### config.mk
export PLATFORM = sky130hd
export DESIGN_NAME = packet_link_ack_retransmit_flat
export DESIGN_NICKNAME = d
export VERILOG_FILES = /design/src/sv/plk_pkg.sv /design/src/sv/plk_if.sv /design/src/sv/plk_ctrl.sv /design/src/sv/plk_dp.sv /design/src/sv/packet_link_ack_retransmit.sv /design/src/flat_wrapper.sv
export SDC_FILE = /design/constraint.sdc
export NUM_CORES = 2
export LEC_CHECK = 0
export BUFFER_PORTS_ARGS = -buffer_cell sky130_fd_sc_hd__buf_2
export CAP_MARGIN = 30
export CORE_MARGIN = 2
export CORE_UTILIZATION = 55
export DETAILED_ROUTE_END_ITERATION = 10
export PLACE_DENSITY_LB_ADDON = 0.3
export RECOVER_POWER = 50
export SYNTH_ARGS = -nofsm -noshare
export SYNTH_HDL_FRONTEND = slang
export SYNTH_SLANG_ARGS = --single-unit
### constraint.sdc
create_clock -name clock -period 6.3 [get_ports clock]
set_input_delay 0.315 -clock clock [delete_from_list [all_inputs] [get_ports clock]]
set_output_delay 0.315 -clock clock [all_outputs]
set_load 0.05 [all_outputs]
### src/sv/plk_pkg.sv
// Shared types, codes and the CRC-8 step function for the packet link block.
`default_nettype none
package plk_pkg;

   localparam int CSR_IDX_W = 2;

   localparam logic [CSR_IDX_W-1:0] REG_CRC_POLY  = 2'd0;
   localparam logic [CSR_IDX_W-1:0] REG_RETX_TYPE = 2'd1;
   localparam logic [CSR_IDX_W-1:0] REG_ACK_TYPE  = 2'd2;

   localparam logic [1:0] REQ_LINK_BYTE = 2'd0;
   localparam logic [1:0] REQ_HOST_BYTE = 2'd1;
   localparam logic [1:0] REQ_HOST_POP  = 2'd2;

   localparam logic [1:0] KIND_LINK   = 2'd0;
   localparam logic [1:0] KIND_HOST   = 2'd1;
   localparam logic [1:0] KIND_STATUS = 2'd2;

   localparam logic [7:0] BYTE_ONES  = 8'hFF;
   localparam logic [7:0] BYTE_ZERO  = 8'h00;
   localparam logic [7:0] RESET_POLY = 8'h07;
   localparam logic [7:0] RESET_RETX = 8'h02;
   localparam logic [7:0] RESET_ACK  = 8'h01;

   // what one accepted transaction produces
   typedef enum logic [2:0] {
      MODE_STATUS,
      MODE_HOST,
      MODE_CTRL,
      MODE_RESEND,
      MODE_POP
   } plk_mode_type;

   typedef struct packed {
      logic         accept;
      logic         fetch;
      logic         load;
      logic         last;
      plk_mode_type mode;
   } plk_cmd_type;

   typedef struct packed {
      logic         out_free;
      plk_mode_type plan;
   } plk_stat_type;

   function automatic logic [7:0] crc8_byte(input logic [7:0] crc, input logic [7:0] b,
                                            input logic [7:0] poly);
      logic [7:0] c;
      c = crc ^ b;
      for (int i = 0; i < 8; i++) begin
         c = c[7] ? ({c[6:0], 1'b0} ^ poly) : {c[6:0], 1'b0};
      end
      return c;
   endfunction

endpackage
`default_nettype wire

### src/sv/plk_if.sv
// Channel interfaces: request, response and register write.
`default_nettype none
interface plk_req_if;
   logic       valid;
   logic       ready;
   logic [1:0] req_type;
   logic [7:0] data_byte;
   logic       needs_ack;
   logic       host_last;
   modport source (output valid, req_type, data_byte, needs_ack, host_last, input ready);
   modport sink (input valid, req_type, data_byte, needs_ack, host_last, output ready);
endinterface

interface plk_rsp_if;
   logic       valid;
   logic       ready;
   logic [1:0] out_kind;
   logic [7:0] out_byte;
   logic       out_last;
   logic       ack_seen;
   logic       awaiting_ack;
   logic       queue_empty;
   logic       crc_error;
   logic       queue_overflow;
   modport source (output valid, out_kind, out_byte, out_last, ack_seen, awaiting_ack,
                   queue_empty, crc_error, queue_overflow, input ready);
   modport sink (input valid, out_kind, out_byte, out_last, ack_seen, awaiting_ack,
                 queue_empty, crc_error, queue_overflow, output ready);
endinterface

interface plk_csr_if;
   logic                           valid;
   logic                           ready;
   logic [plk_pkg::CSR_IDX_W-1:0]  reg_index;
   logic [7:0]                     wdata;
   modport source (output valid, reg_index, wdata, input ready);
   modport sink (input valid, reg_index, wdata, output ready);
endinterface
`default_nettype wire

### src/sv/plk_ctrl.sv
// Controller: sequences one transaction's results byte by byte.
`default_nettype none
module plk_ctrl #(
   parameter int PKT_LEN = 19
) (
   input  wire                    clock,
   input  wire                    reset,
   input  wire                    req_valid,
   output logic                   req_ready,
   input  plk_pkg::plk_stat_type  stat,
   output plk_pkg::plk_cmd_type   cmd,
   output logic [$clog2(PKT_LEN)-1:0] idx
);
   localparam int IDX_W = $clog2(PKT_LEN);

   typedef enum logic [1:0] {ST_IDLE, ST_FETCH, ST_EMIT} state_type;

   state_type             state_ff;
   logic [IDX_W-1:0]      idx_ff;
   plk_pkg::plk_mode_type mode_ff;
   logic                  single;

   always_comb begin
      single      = (mode_ff == plk_pkg::MODE_STATUS) || (mode_ff == plk_pkg::MODE_HOST);
      req_ready   = (state_ff == ST_IDLE);
      cmd.accept  = req_valid && (state_ff == ST_IDLE);
      cmd.fetch   = (state_ff == ST_FETCH);
      cmd.load    = (state_ff == ST_EMIT) && stat.out_free;
      cmd.last    = single || (idx_ff == IDX_W'(PKT_LEN - 1));
      cmd.mode    = mode_ff;
      idx         = idx_ff;
   end

   always_ff @(posedge clock) begin
      if (reset) begin
         state_ff <= ST_IDLE;
         idx_ff   <= '0;
         mode_ff  <= plk_pkg::MODE_STATUS;
      end else begin
         case (state_ff)
            ST_IDLE: begin
               if (cmd.accept) begin
                  mode_ff  <= stat.plan;
                  idx_ff   <= '0;
                  state_ff <= (stat.plan == plk_pkg::MODE_RESEND ||
                               stat.plan == plk_pkg::MODE_POP) ? ST_FETCH : ST_EMIT;
               end
            end
            ST_FETCH: state_ff <= ST_EMIT;
            ST_EMIT: begin
               if (cmd.load) begin
                  if (cmd.last) begin
                     state_ff <= ST_IDLE;
                  end else begin
                     idx_ff   <= idx_ff + IDX_W'(1);
                     state_ff <= (mode_ff == plk_pkg::MODE_CTRL) ? ST_EMIT : ST_FETCH;
                  end
               end
            end
            default: state_ff <= ST_IDLE;
         endcase
      end
   end

   a_single_goes_emit: assert property (@(posedge clock) disable iff (reset)
      cmd.accept && (stat.plan == plk_pkg::MODE_STATUS || stat.plan == plk_pkg::MODE_HOST)
      |=> state_ff == ST_EMIT) else $error("single result did not go to emit");
   a_idx_range: assert property (@(posedge clock) disable iff (reset)
      state_ff != ST_IDLE |-> idx_ff <= IDX_W'(PKT_LEN - 1))
      else $error("byte index beyond packet");
   a_last_ends: assert property (@(posedge clock) disable iff (reset)
      cmd.load && cmd.last |=> state_ff == ST_IDLE) else $error("last result did not end");
   a_fetch_emit: assert property (@(posedge clock) disable iff (reset)
      state_ff == ST_FETCH |=> state_ff == ST_EMIT) else $error("fetch not followed by emit");

endmodule
`default_nettype wire

### src/sv/plk_dp.sv
// Datapath: registers, deframer, queue memory, last-sent store and result register.
`default_nettype none
module plk_dp #(
   parameter int DATA_BYTES    = 16,
   parameter int QUEUE_PACKETS = 8
) (
   input  wire                    clock,
   input  wire                    reset,
   input  wire  [1:0]             req_type,
   input  wire  [7:0]             data_byte,
   input  wire                    needs_ack,
   input  wire                    host_last,
   input  wire                    csr_we,
   input  wire  [plk_pkg::CSR_IDX_W-1:0] csr_index,
   input  wire  [7:0]             csr_wdata,
   input  plk_pkg::plk_cmd_type   cmd,
   input  wire  [$clog2(DATA_BYTES+3)-1:0] idx,
   output plk_pkg::plk_stat_type  stat,
   input  wire                    rsp_ready,
   output logic                   rsp_valid,
   output logic [1:0]             out_kind,
   output logic [7:0]             out_byte,
   output logic                   out_last,
   output logic                   ack_seen,
   output logic                   awaiting_ack,
   output logic                   queue_empty,
   output logic                   crc_error,
   output logic                   queue_overflow
);
   localparam int PKT_LEN = DATA_BYTES + 3;
   localparam int IDX_W   = $clog2(PKT_LEN);
   localparam int FILL_W  = $clog2(PKT_LEN + 1);
   localparam int CNT_W   = $clog2(DATA_BYTES + 1);
   localparam int PTR_W   = $clog2(QUEUE_PACKETS);
   localparam int QDEPTH  = QUEUE_PACKETS * PKT_LEN;
   localparam int AW      = $clog2(QDEPTH);

   typedef enum logic [1:0] {PH_TYPE, PH_CMD, PH_DATA, PH_CRC} phase_type;

   logic [7:0] poly_ff, retx_ff, ack_ff;
   phase_type  phase_ff, phase_in;
   logic [CNT_W-1:0] cnt_ff, cnt_in;
   logic [7:0] crc_ff, crc_in;
   logic [7:0] first_ff, first_in;
   logic       ones_ff, ones_in;       // command and data bytes all 0xFF so far
   logic       wait_ff, wait_in;
   logic [PTR_W-1:0] head_ff, head_in, tail_ff, tail_in, tail_next;
   logic [AW-1:0]    hbase_ff, hbase_in, tbase_ff, tbase_in, rbase_ff;
   logic [FILL_W-1:0] fill_ff, fill_in;
   logic       ackf_ff, ackf_in, crcerr_ff, crcerr_in, ovf_ff, ovf_in;
   logic [7:0] ctype_ff, ctype_in, gcrc_ff, host_ff;
   plk_pkg::plk_mode_type plan;

   logic [7:0]       q_mem [QDEPTH];
   logic [7:0]       q_rd_ff;
   logic             q_we;
   logic [AW-1:0]    q_waddr, q_off;
   logic [7:0]       ls_mem [PKT_LEN];
   logic [PKT_LEN-1:0] ls_valid_ff;
   logic [7:0]       ls_rd_ff, ls_wdata, gen_byte;
   logic             ls_we;
   logic [IDX_W-1:0] ls_waddr;
   logic             rsp_valid_ff, out_free;
   logic             crc_ok;

   assign tail_next = (tail_ff == PTR_W'(QUEUE_PACKETS - 1)) ? '0 : tail_ff + PTR_W'(1);
   assign gen_byte  = (idx == '0) ? ctype_ff :
                      (idx == IDX_W'(PKT_LEN - 1)) ? gcrc_ff : plk_pkg::BYTE_ONES;
   assign out_free  = !rsp_valid_ff || rsp_ready;
   assign crc_ok    = (data_byte == crc_ff);

   always_comb begin
      phase_in  = phase_ff;
      cnt_in    = cnt_ff;
      crc_in    = crc_ff;
      first_in  = first_ff;
      ones_in   = ones_ff;
      wait_in   = wait_ff;
      head_in   = head_ff;
      hbase_in  = hbase_ff;
      tail_in   = tail_ff;
      tbase_in  = tbase_ff;
      fill_in   = fill_ff;
      ackf_in   = 1'b0;
      crcerr_in = 1'b0;
      ovf_in    = 1'b0;
      ctype_in  = ctype_ff;
      plan      = plk_pkg::MODE_STATUS;
      q_we      = 1'b0;
      q_off     = '0;
      case (req_type)
         plk_pkg::REQ_LINK_BYTE: begin
            q_we = 1'b1;
            case (phase_ff)
               PH_TYPE: begin
                  first_in = data_byte;
                  ones_in  = 1'b1;
                  crc_in   = plk_pkg::crc8_byte(plk_pkg::BYTE_ZERO, data_byte, poly_ff);
                  phase_in = PH_CMD;
               end
               PH_CMD: begin
                  q_off    = AW'(1);
                  ones_in  = ones_ff && (data_byte == plk_pkg::BYTE_ONES);
                  crc_in   = plk_pkg::crc8_byte(crc_ff, data_byte, poly_ff);
                  cnt_in   = '0;
                  phase_in = PH_DATA;
               end
               PH_DATA: begin
                  q_off   = AW'(cnt_ff) + AW'(2);
                  ones_in = ones_ff && (data_byte == plk_pkg::BYTE_ONES);
                  crc_in  = plk_pkg::crc8_byte(crc_ff, data_byte, poly_ff);
                  cnt_in  = cnt_ff + CNT_W'(1);
                  if (cnt_ff == CNT_W'(DATA_BYTES - 1)) begin
                     cnt_in   = '0;
                     phase_in = PH_CRC;
                  end
               end
               default: begin
                  q_off    = AW'(PKT_LEN - 1);
                  phase_in = PH_TYPE;
                  if (!crc_ok) begin
                     crcerr_in = 1'b1;
                     ctype_in  = retx_ff;
                     plan      = plk_pkg::MODE_CTRL;
                  end else if (ones_ff && first_ff == retx_ff) begin
                     plan = plk_pkg::MODE_RESEND;
                  end else if (wait_ff) begin
                     if (ones_ff && first_ff == ack_ff) begin
                        wait_in = 1'b0;
                        ackf_in = 1'b1;
                     end
                  end else if (tail_next == head_ff) begin
                     ovf_in = 1'b1;
                  end else begin
                     // packet already sits in the tail slot; commit it
                     tail_in  = tail_next;
                     tbase_in = (tail_next == '0) ? '0 : tbase_ff + AW'(PKT_LEN);
                     ctype_in = ack_ff;
                     plan     = plk_pkg::MODE_CTRL;
                  end
               end
            endcase
         end
         plk_pkg::REQ_HOST_BYTE: begin
            plan = plk_pkg::MODE_HOST;
            if (fill_ff < FILL_W'(PKT_LEN)) begin
               fill_in = fill_ff + FILL_W'(1);
            end
            if (host_last) begin
               fill_in = '0;
               if (needs_ack) begin
                  wait_in = 1'b1;
               end
            end
         end
         plk_pkg::REQ_HOST_POP: begin
            if (head_ff != tail_ff) begin
               plan     = plk_pkg::MODE_POP;
               head_in  = (head_ff == PTR_W'(QUEUE_PACKETS - 1)) ? '0 : head_ff + PTR_W'(1);
               hbase_in = (head_in == '0) ? '0 : hbase_ff + AW'(PKT_LEN);
            end
         end
         default: plan = plk_pkg::MODE_STATUS;
      endcase
      q_waddr = tbase_ff + q_off;
   end

   assign stat.out_free = out_free;
   assign stat.plan     = plan;

   // last-sent store write port: host bytes at accept, control bytes as sent
   always_comb begin
      ls_we    = 1'b0;
      ls_waddr = idx;
      ls_wdata = gen_byte;
      if (cmd.accept && req_type == plk_pkg::REQ_HOST_BYTE && fill_ff < FILL_W'(PKT_LEN)) begin
         ls_we    = 1'b1;
         ls_waddr = fill_ff[IDX_W-1:0];
         ls_wdata = data_byte;
      end else if (cmd.load && cmd.mode == plk_pkg::MODE_CTRL) begin
         ls_we = 1'b1;
      end
   end

   always_ff @(posedge clock) begin
      if (cmd.accept && q_we) begin
         q_mem[q_waddr] <= data_byte;
      end
      if (cmd.fetch) begin
         q_rd_ff <= q_mem[rbase_ff + AW'(idx)];
      end
   end

   always_ff @(posedge clock) begin
      if (ls_we) begin
         ls_mem[ls_waddr] <= ls_wdata;
      end
      if (cmd.fetch) begin
         ls_rd_ff <= ls_valid_ff[idx] ? ls_mem[idx] : plk_pkg::BYTE_ZERO;
      end
   end

   always_ff @(posedge clock) begin
      if (reset) begin
         poly_ff      <= plk_pkg::RESET_POLY;
         retx_ff      <= plk_pkg::RESET_RETX;
         ack_ff       <= plk_pkg::RESET_ACK;
         phase_ff     <= PH_TYPE;
         cnt_ff       <= '0;
         crc_ff       <= '0;
         wait_ff      <= 1'b0;
         head_ff      <= '0;
         tail_ff      <= '0;
         hbase_ff     <= '0;
         tbase_ff     <= '0;
         fill_ff      <= '0;
         ackf_ff      <= 1'b0;
         crcerr_ff    <= 1'b0;
         ovf_ff       <= 1'b0;
         ls_valid_ff  <= '0;
         rsp_valid_ff <= 1'b0;
      end else begin
         if (csr_we) begin
            case (csr_index)
               plk_pkg::REG_CRC_POLY:  poly_ff <= csr_wdata;
               plk_pkg::REG_RETX_TYPE: retx_ff <= csr_wdata;
               plk_pkg::REG_ACK_TYPE:  ack_ff  <= csr_wdata;
               default: ;
            endcase
         end
         if (cmd.accept) begin
            phase_ff  <= phase_in;
            cnt_ff    <= cnt_in;
            crc_ff    <= crc_in;
            wait_ff   <= wait_in;
            head_ff   <= head_in;
            tail_ff   <= tail_in;
            hbase_ff  <= hbase_in;
            tbase_ff  <= tbase_in;
            fill_ff   <= fill_in;
            ackf_ff   <= ackf_in;
            crcerr_ff <= crcerr_in;
            ovf_ff    <= ovf_in;
         end
         if (ls_we) begin
            ls_valid_ff[ls_waddr] <= 1'b1;
         end
         if (cmd.load) begin
            rsp_valid_ff <= 1'b1;
         end else if (rsp_ready) begin
            rsp_valid_ff <= 1'b0;
         end
      end
   end

   // payload registers; status travels with each byte so a stalled result keeps it
   always_ff @(posedge clock) begin
      if (cmd.accept) begin
         first_ff <= first_in;
         ones_ff  <= ones_in;
         ctype_ff <= ctype_in;
         host_ff  <= data_byte;
         rbase_ff <= hbase_ff;
         gcrc_ff  <= plk_pkg::BYTE_ZERO;
      end else if (cmd.load && cmd.mode == plk_pkg::MODE_CTRL) begin
         gcrc_ff <= plk_pkg::crc8_byte(gcrc_ff, gen_byte, poly_ff);
      end
      if (cmd.load) begin
         out_last       <= cmd.last;
         ack_seen       <= ackf_ff;
         awaiting_ack   <= wait_ff;
         queue_empty    <= (head_ff == tail_ff);
         crc_error      <= crcerr_ff;
         queue_overflow <= ovf_ff;
         case (cmd.mode)
            plk_pkg::MODE_HOST: begin
               out_kind <= plk_pkg::KIND_LINK;
               out_byte <= host_ff;
            end
            plk_pkg::MODE_CTRL: begin
               out_kind <= plk_pkg::KIND_LINK;
               out_byte <= gen_byte;
            end
            plk_pkg::MODE_RESEND: begin
               out_kind <= plk_pkg::KIND_LINK;
               out_byte <= ls_rd_ff;
            end
            plk_pkg::MODE_POP: begin
               out_kind <= plk_pkg::KIND_HOST;
               out_byte <= q_rd_ff;
            end
            default: begin
               out_kind <= plk_pkg::KIND_STATUS;
               out_byte <= plk_pkg::BYTE_ZERO;
            end
         endcase
      end
   end

   assign rsp_valid = rsp_valid_ff;

endmodule
`default_nettype wire

### src/sv/packet_link_ack_retransmit.sv
// Packet link deframer with CRC-8 check, acknowledgement, retransmit and receive queue.
// Usage:
//   req_if  carries one transaction per item: a received link byte, a host transmit
//           byte (with host_last and needs_ack) or a host pop of one queued packet.
//   rsp_if  returns the results of that item, one byte per transaction, out_last on
//           the final one; every result of an item carries the same status bits.
//   csr_if  writes crc_poly, retx_type_code and ack_type_code; take writes only
//           while no item is in flight.
// Sequencing: a single-result item goes from acceptance straight to the emit state,
// which loads the output register once it is free. A sent control packet (ack or
// retransmit request) streams one byte a cycle while the receiver takes them,
// DATA_BYTES+3 bytes. A resend or a pop reads a registered memory port per byte,
// so a fetch state comes before each byte. The next item is accepted once the last
// result sits in the output register.
// Reset clears parser, pointers, wait flag and the last-sent store (reads as zero);
// the queue memory needs no clearing. If the receiver stalls, the output register
// holds its transaction and the sequencer waits without losing a byte.
`default_nettype none
module packet_link_ack_retransmit #(
   parameter int DATA_BYTES    = 16,
   parameter int QUEUE_PACKETS = 8
) (
   input wire         clock,
   input wire         reset,
   plk_req_if.sink    req_if,
   plk_rsp_if.source  rsp_if,
   plk_csr_if.sink    csr_if
);
   localparam int PKT_LEN = DATA_BYTES + 3;

   plk_pkg::plk_cmd_type  cmd;
   plk_pkg::plk_stat_type stat;
   logic [$clog2(PKT_LEN)-1:0] idx;

   assign csr_if.ready = 1'b1;

   plk_ctrl #(.PKT_LEN(PKT_LEN)) u_ctrl (
      .clock     (clock),
      .reset     (reset),
      .req_valid (req_if.valid),
      .req_ready (req_if.ready),
      .stat      (stat),
      .cmd       (cmd),
      .idx       (idx)
   );

   plk_dp #(.DATA_BYTES(DATA_BYTES), .QUEUE_PACKETS(QUEUE_PACKETS)) u_dp (
      .clock          (clock),
      .reset          (reset),
      .req_type       (req_if.req_type),
      .data_byte      (req_if.data_byte),
      .needs_ack      (req_if.needs_ack),
      .host_last      (req_if.host_last),
      .csr_we         (csr_if.valid),
      .csr_index      (csr_if.reg_index),
      .csr_wdata      (csr_if.wdata),
      .cmd            (cmd),
      .idx            (idx),
      .stat           (stat),
      .rsp_ready      (rsp_if.ready),
      .rsp_valid      (rsp_if.valid),
      .out_kind       (rsp_if.out_kind),
      .out_byte       (rsp_if.out_byte),
      .out_last       (rsp_if.out_last),
      .ack_seen       (rsp_if.ack_seen),
      .awaiting_ack   (rsp_if.awaiting_ack),
      .queue_empty    (rsp_if.queue_empty),
      .crc_error      (rsp_if.crc_error),
      .queue_overflow (rsp_if.queue_overflow)
   );

endmodule
`default_nettype wire
### src/flat_wrapper.sv
// flat-port wrapper written by rule: the top's interface ports become plain ports
module packet_link_ack_retransmit_flat 
#(
   parameter int DATA_BYTES    = 16,
   parameter int QUEUE_PACKETS = 8
)
  (clock, reset, req_if_valid, req_if_req_type, req_if_data_byte, req_if_needs_ack, req_if_host_last, req_if_ready, rsp_if_valid, rsp_if_out_kind, rsp_if_out_byte, rsp_if_out_last, rsp_if_ack_seen, rsp_if_awaiting_ack, rsp_if_queue_empty, rsp_if_crc_error, rsp_if_queue_overflow, rsp_if_ready, csr_if_valid, csr_if_reg_index, csr_if_wdata, csr_if_ready);
  plk_req_if req_if_i ();
  plk_rsp_if rsp_if_i ();
  plk_csr_if csr_if_i ();
  input wire clock;
  input wire reset;
  input wire logic [$bits(req_if_i.valid)-1:0] req_if_valid;
  input wire logic [$bits(req_if_i.req_type)-1:0] req_if_req_type;
  input wire logic [$bits(req_if_i.data_byte)-1:0] req_if_data_byte;
  input wire logic [$bits(req_if_i.needs_ack)-1:0] req_if_needs_ack;
  input wire logic [$bits(req_if_i.host_last)-1:0] req_if_host_last;
  output wire logic [$bits(req_if_i.ready)-1:0] req_if_ready;
  output wire logic [$bits(rsp_if_i.valid)-1:0] rsp_if_valid;
  output wire logic [$bits(rsp_if_i.out_kind)-1:0] rsp_if_out_kind;
  output wire logic [$bits(rsp_if_i.out_byte)-1:0] rsp_if_out_byte;
  output wire logic [$bits(rsp_if_i.out_last)-1:0] rsp_if_out_last;
  output wire logic [$bits(rsp_if_i.ack_seen)-1:0] rsp_if_ack_seen;
  output wire logic [$bits(rsp_if_i.awaiting_ack)-1:0] rsp_if_awaiting_ack;
  output wire logic [$bits(rsp_if_i.queue_empty)-1:0] rsp_if_queue_empty;
  output wire logic [$bits(rsp_if_i.crc_error)-1:0] rsp_if_crc_error;
  output wire logic [$bits(rsp_if_i.queue_overflow)-1:0] rsp_if_queue_overflow;
  input wire logic [$bits(rsp_if_i.ready)-1:0] rsp_if_ready;
  input wire logic [$bits(csr_if_i.valid)-1:0] csr_if_valid;
  input wire logic [$bits(csr_if_i.reg_index)-1:0] csr_if_reg_index;
  input wire logic [$bits(csr_if_i.wdata)-1:0] csr_if_wdata;
  output wire logic [$bits(csr_if_i.ready)-1:0] csr_if_ready;
  assign req_if_i.valid = req_if_valid;
  assign req_if_i.req_type = req_if_req_type;
  assign req_if_i.data_byte = req_if_data_byte;
  assign req_if_i.needs_ack = req_if_needs_ack;
  assign req_if_i.host_last = req_if_host_last;
  assign req_if_ready = req_if_i.ready;
  assign rsp_if_valid = rsp_if_i.valid;
  assign rsp_if_out_kind = rsp_if_i.out_kind;
  assign rsp_if_out_byte = rsp_if_i.out_byte;
  assign rsp_if_out_last = rsp_if_i.out_last;
  assign rsp_if_ack_seen = rsp_if_i.ack_seen;
  assign rsp_if_awaiting_ack = rsp_if_i.awaiting_ack;
  assign rsp_if_queue_empty = rsp_if_i.queue_empty;
  assign rsp_if_crc_error = rsp_if_i.crc_error;
  assign rsp_if_queue_overflow = rsp_if_i.queue_overflow;
  assign rsp_if_i.ready = rsp_if_ready;
  assign csr_if_i.valid = csr_if_valid;
  assign csr_if_i.reg_index = csr_if_reg_index;
  assign csr_if_i.wdata = csr_if_wdata;
  assign csr_if_ready = csr_if_i.ready;
  packet_link_ack_retransmit #(.DATA_BYTES(DATA_BYTES), .QUEUE_PACKETS(QUEUE_PACKETS)) u_core (.clock(clock), .reset(reset), .req_if(req_if_i), .rsp_if(rsp_if_i), .csr_if(csr_if_i));
endmodule
==> impl_metrics.env <==
export IMPL_status="complete, but fails checks"
export IMPL_violations="capacitance limit, slew limit"
export IMPL_seq_area_frac_synth_pct=69.5
export IMPL_grt_first_pass_wirelength_mm=230
export IMPL_fmax_mhz=183
export IMPL_firstDrtPassIters=6
export IMPL_relSlewSlack_pct=-171
export IMPL_htree_num_levels=4
export IMPL_period_minus_slack_ps=5470
export IMPL_start_kind="input port"
export IMPL_drt_total_wl_mm=154
export IMPL_max_slew_worst_pin_slew_ps=4070
export IMPL_rsz0062_at_grt="no"
export IMPL_cts_hold_fix_buffers=25
export IMPL_syn_nets=3731
export IMPL_first_global_vias=34200
export IMPL_period_share_pct=86.8
export IMPL_reg2reg_depth=6
export IMPL_final_area_um2=72500
export IMPL_drt_initial_drc_count=4401
export IMPL_io_buffers=44
export IMPL_place_ws_ps=1040
export IMPL_ys_ff_latch=1541
export IMPL_power_density_nw_per_um2=309
export IMPL_netlist_top_cells_count="1433 x edfxtp_1, 429 x mux4_2, 360 x nor2_1"
export IMPL_cts_sinks=1541
export IMPL_maxCapViolations=23
export IMPL_avgSynthCellArea_um2=17.7
export IMPL_hold_class="in -> reg"
export IMPL_place_congestion=0.851
export IMPL_cp_required_ps=6310
export IMPL_clock_latency_ps=770
export IMPL_p_leak_nw=23.0
export IMPL_pin_count=46
export IMPL_slew_viol_final=1320
export IMPL_grt_start_max_net_pins=146
export IMPL_diodes=0
export IMPL_viasPerCell=6.39
export IMPL_drcViolationCount=0
export IMPL_switching_share_pct=23.0
export IMPL_layout_setup_ws_ps=834
export IMPL_whs_path_depth=3
export IMPL_yosysTopAreaCell="edfxtp_1"
export IMPL_nets=3831
export IMPL_die_w_um=348
export IMPL_syn_inst=3675
export IMPL_drive_gt1_share_pct=20.5
export IMPL_vias=34800
export IMPL_pwr_share_clk_pct=41.1
export IMPL_cts_made_buffers=154
export IMPL_fin_skew_ps=57.9
export IMPL_synthArstFlopShare_pct=0
export IMPL_antenna_found_initial=5
export IMPL_synthTopCellsByArea="edfxtp_1 66%, mux4_2 15%, dfxtp_1 3.3%, nor2_1 2.1%, xnor2_1 1.6%"
export IMPL_synth_top_cell_area_share_pct=66.2
export IMPL_combPwrFrac_pct=8.5
export IMPL_setup_violations=0
export IMPL_cts_clk_slew_worst_paths_ps=60
export IMPL_yosysMostFrequentCell="edfxtp_1"
export IMPL_cts_root_buf="clkbuf_16"
export IMPL_initial_core_util_pct=55.3
export IMPL_dp_hpwl_mm=94.7
export IMPL_dpl_cell_area_um2=67300
export IMPL_core_um2=118000
export IMPL_synth_edf_count=1433
export IMPL_seq_power_share_pct=50.3
export IMPL_synth_ff_type="edfxtp_1"
export IMPL_post_cts_setup_buffers=0
export IMPL_wire_per_inst_um=28.3
export IMPL_yosys_warnings=0
export IMPL_critPathKind="in -> reg"
export IMPL_p_int_mw=17.2
export IMPL_worstSetupEndpointType="flop"
export IMPL_yosys_cell_types_count=95
export IMPL_area_growth_pct=11.5
export IMPL_rows=126
export IMPL_peakVddDrop_v=0.000258
export IMPL_grt_use_total_pct=25.7
export IMPL_critPathMaxFanout=89
export IMPL_synthesis_area_um2=65000
export IMPL_fp_dieH_um=348
export IMPL_fin_tns_setup_ps=0
export IMPL_hold_viol=0
export IMPL_clk_path_buf_depth=3
export IMPL_overflow=0
export IMPL_detail_route_antenna_nets=0
export IMPL_dieArea_um2=121000
export IMPL_tritoncts="done"
export IMPL_worstPathArrival_ps=5480
export IMPL_ctsResizeCount=0
export IMPL_power_switching_mw=5.14
[power by group through the flow]
stage / Sequential, mW / Combinational [mW] / Clock, mW
floorplan: 11.5 / 1.27 / 0
detailed placement: 11.5 / 1.90 / 0
finish: 11.3 / 1.91 / 9.20
global placement: 11.5 / 1.88 / 0
CTS: 11.2 / 1.93 / 9.31
global route: 11.3 / 2.04 / 9.71
[per-stage QoR]
| stage | util, % | power [mW] | hold slack [ps] | std cells |
|---|---|---|---|---|
| finish | 61.6 | 22.4 | 141 | 5439 |
| global route | 61.6 | 23.0 | 139 | 5439 |
| CTS | 61.8 | 22.5 | 98.2 | 5436 |
| detailed placement | 57.2 | 13.4 | 419 | 5127 |
| global placement | 57.1 | 13.3 | 414 | 5120 |
| floorplan | - | 12.7 | 408 | 3675 |
[kinds of logic (layout without fill, tap and decap cells)]
group,Yosys count,after routing,synth area share [%]
AO/OA/AOI/OAI,329,329,3.52
buffers and inverters,242,470,1.47
multiplexers,536,536,16.5
adder cells (fa/ha/maj),29,29,0.581
other,1,1,0.00577
XOR/XNOR,190,190,2.86
AND/OR/NAND/NOR,807,807,5.55
flip-flops,1541,1541,69.5
[cells in the final DEF, fill, tap and decap left out, types with 10 or more instances in the layout]
| cell | count |
|---|---|
| and3_1 | 12 |
| a32oi_1 | 11 |
| o211ai_1 | 17 |
| clkinv_2 | 26 |
| and2_1 | 10 |
| o21ai_0 | 63 |
| edfxtp_1 | 1433 |
| buf_2 | 17 |
| nand2_1 | 226 |
| dfxtp_1 | 105 |
| or3_1 | 11 |
| nor3_1 | 28 |
| clkbuf_16 | 154 |
| nor2_1 | 360 |
| nor2b_1 | 13 |
| xor2_1 | 56 |
| buf_4 | 38 |
| clkbuf_1 | 78 |
| o22ai_1 | 11 |
| nand3_1 | 59 |
| a21oi_1 | 93 |
| inv_1 | 34 |
| clkinv_1 | 29 |
| mux2i_1 | 96 |
| nand2b_1 | 11 |
| dlygate4sd3_1 | 25 |
| o221ai_1 | 11 |
| a21o_1 | 13 |
| xnor2_1 | 114 |
| mux4_2 | 429 |
| nand4_1 | 17 |
| bufinv_16 | 13 |
| ha_1 | 26 |
[final timing paths]
path	startpoint	endpoint	slack, ps
worst max-delay path	req_if_data_byte[3]	u_core.u_dp.q_mem[98][3]$_DFFE_PP_	830
worst min register to register	u_core.u_dp.hbase_ff[0]$_SDFFE_PP0P_	u_core.u_dp.rbase_ff[0]$_DFFE_PP_	430
worst max register to register	u_core.u_ctrl.idx[0]$_SDFFE_PP0P_	u_core.u_dp.ls_rd_ff[5]$_SDFFCE_PN0N_	950
worst min-delay path	csr_if_valid	u_core.u_dp.poly_ff[2]$_SDFFE_PP1P_	140
[area by class of cell]
cell class / instances / area [um2]
flip-flops and latches: 1541 / 45200
fillers: 8197 / 45100
multi-input cells: 1892 / 18900
clock buffers: 190 / 4050
well taps: 1536 / 1920
repair buffers: 148 / 1150
clock inverters: 94 / 1080
inverters: 38 / 143
[worst max-delay path, stage by stage]
cell and delay [ps]:
dlygate4sd3_1 530, clkbuf_1 1790, clkbuf_1 230, dlymetal6s2s_1 2500
[flip-flops by register name (all words and copies together), names as in the netlist, 8 cells and up]
register,cells
u_core.u_dp.host_ff,8
u_core.u_dp.q_mem,1216
u_core.u_dp.out_byte,8
u_core.u_dp.poly_ff,8
u_core.u_dp.hbase_ff,8
u_core.u_dp.gcrc_ff,8
u_core.u_dp.crc_ff,8
u_core.u_dp.ack_ff,8
u_core.u_dp.first_ff,8
u_core.u_dp.ctype_ff,8
u_core.u_dp.tbase_ff,8
u_core.u_dp.rbase_ff,8
u_core.u_dp.ls_mem,152
u_core.u_dp.ls_rd_ff,8
u_core.u_dp.retx_ff,8
u_core.u_dp.ls_valid_ff,19
u_core.u_dp.q_rd_ff,8
[per-layer routing]
metal	vias to the layer above	track usage, %	share of wire [%]
met1	18000	36.9	41
met2	1673	41.0	49
met5	-	0	0.016
li1	14800	-	-
met4	4	7.59	2.9
met3	253	4.42	8.1
Note: power is estimated with default switching activity, not from simulation.
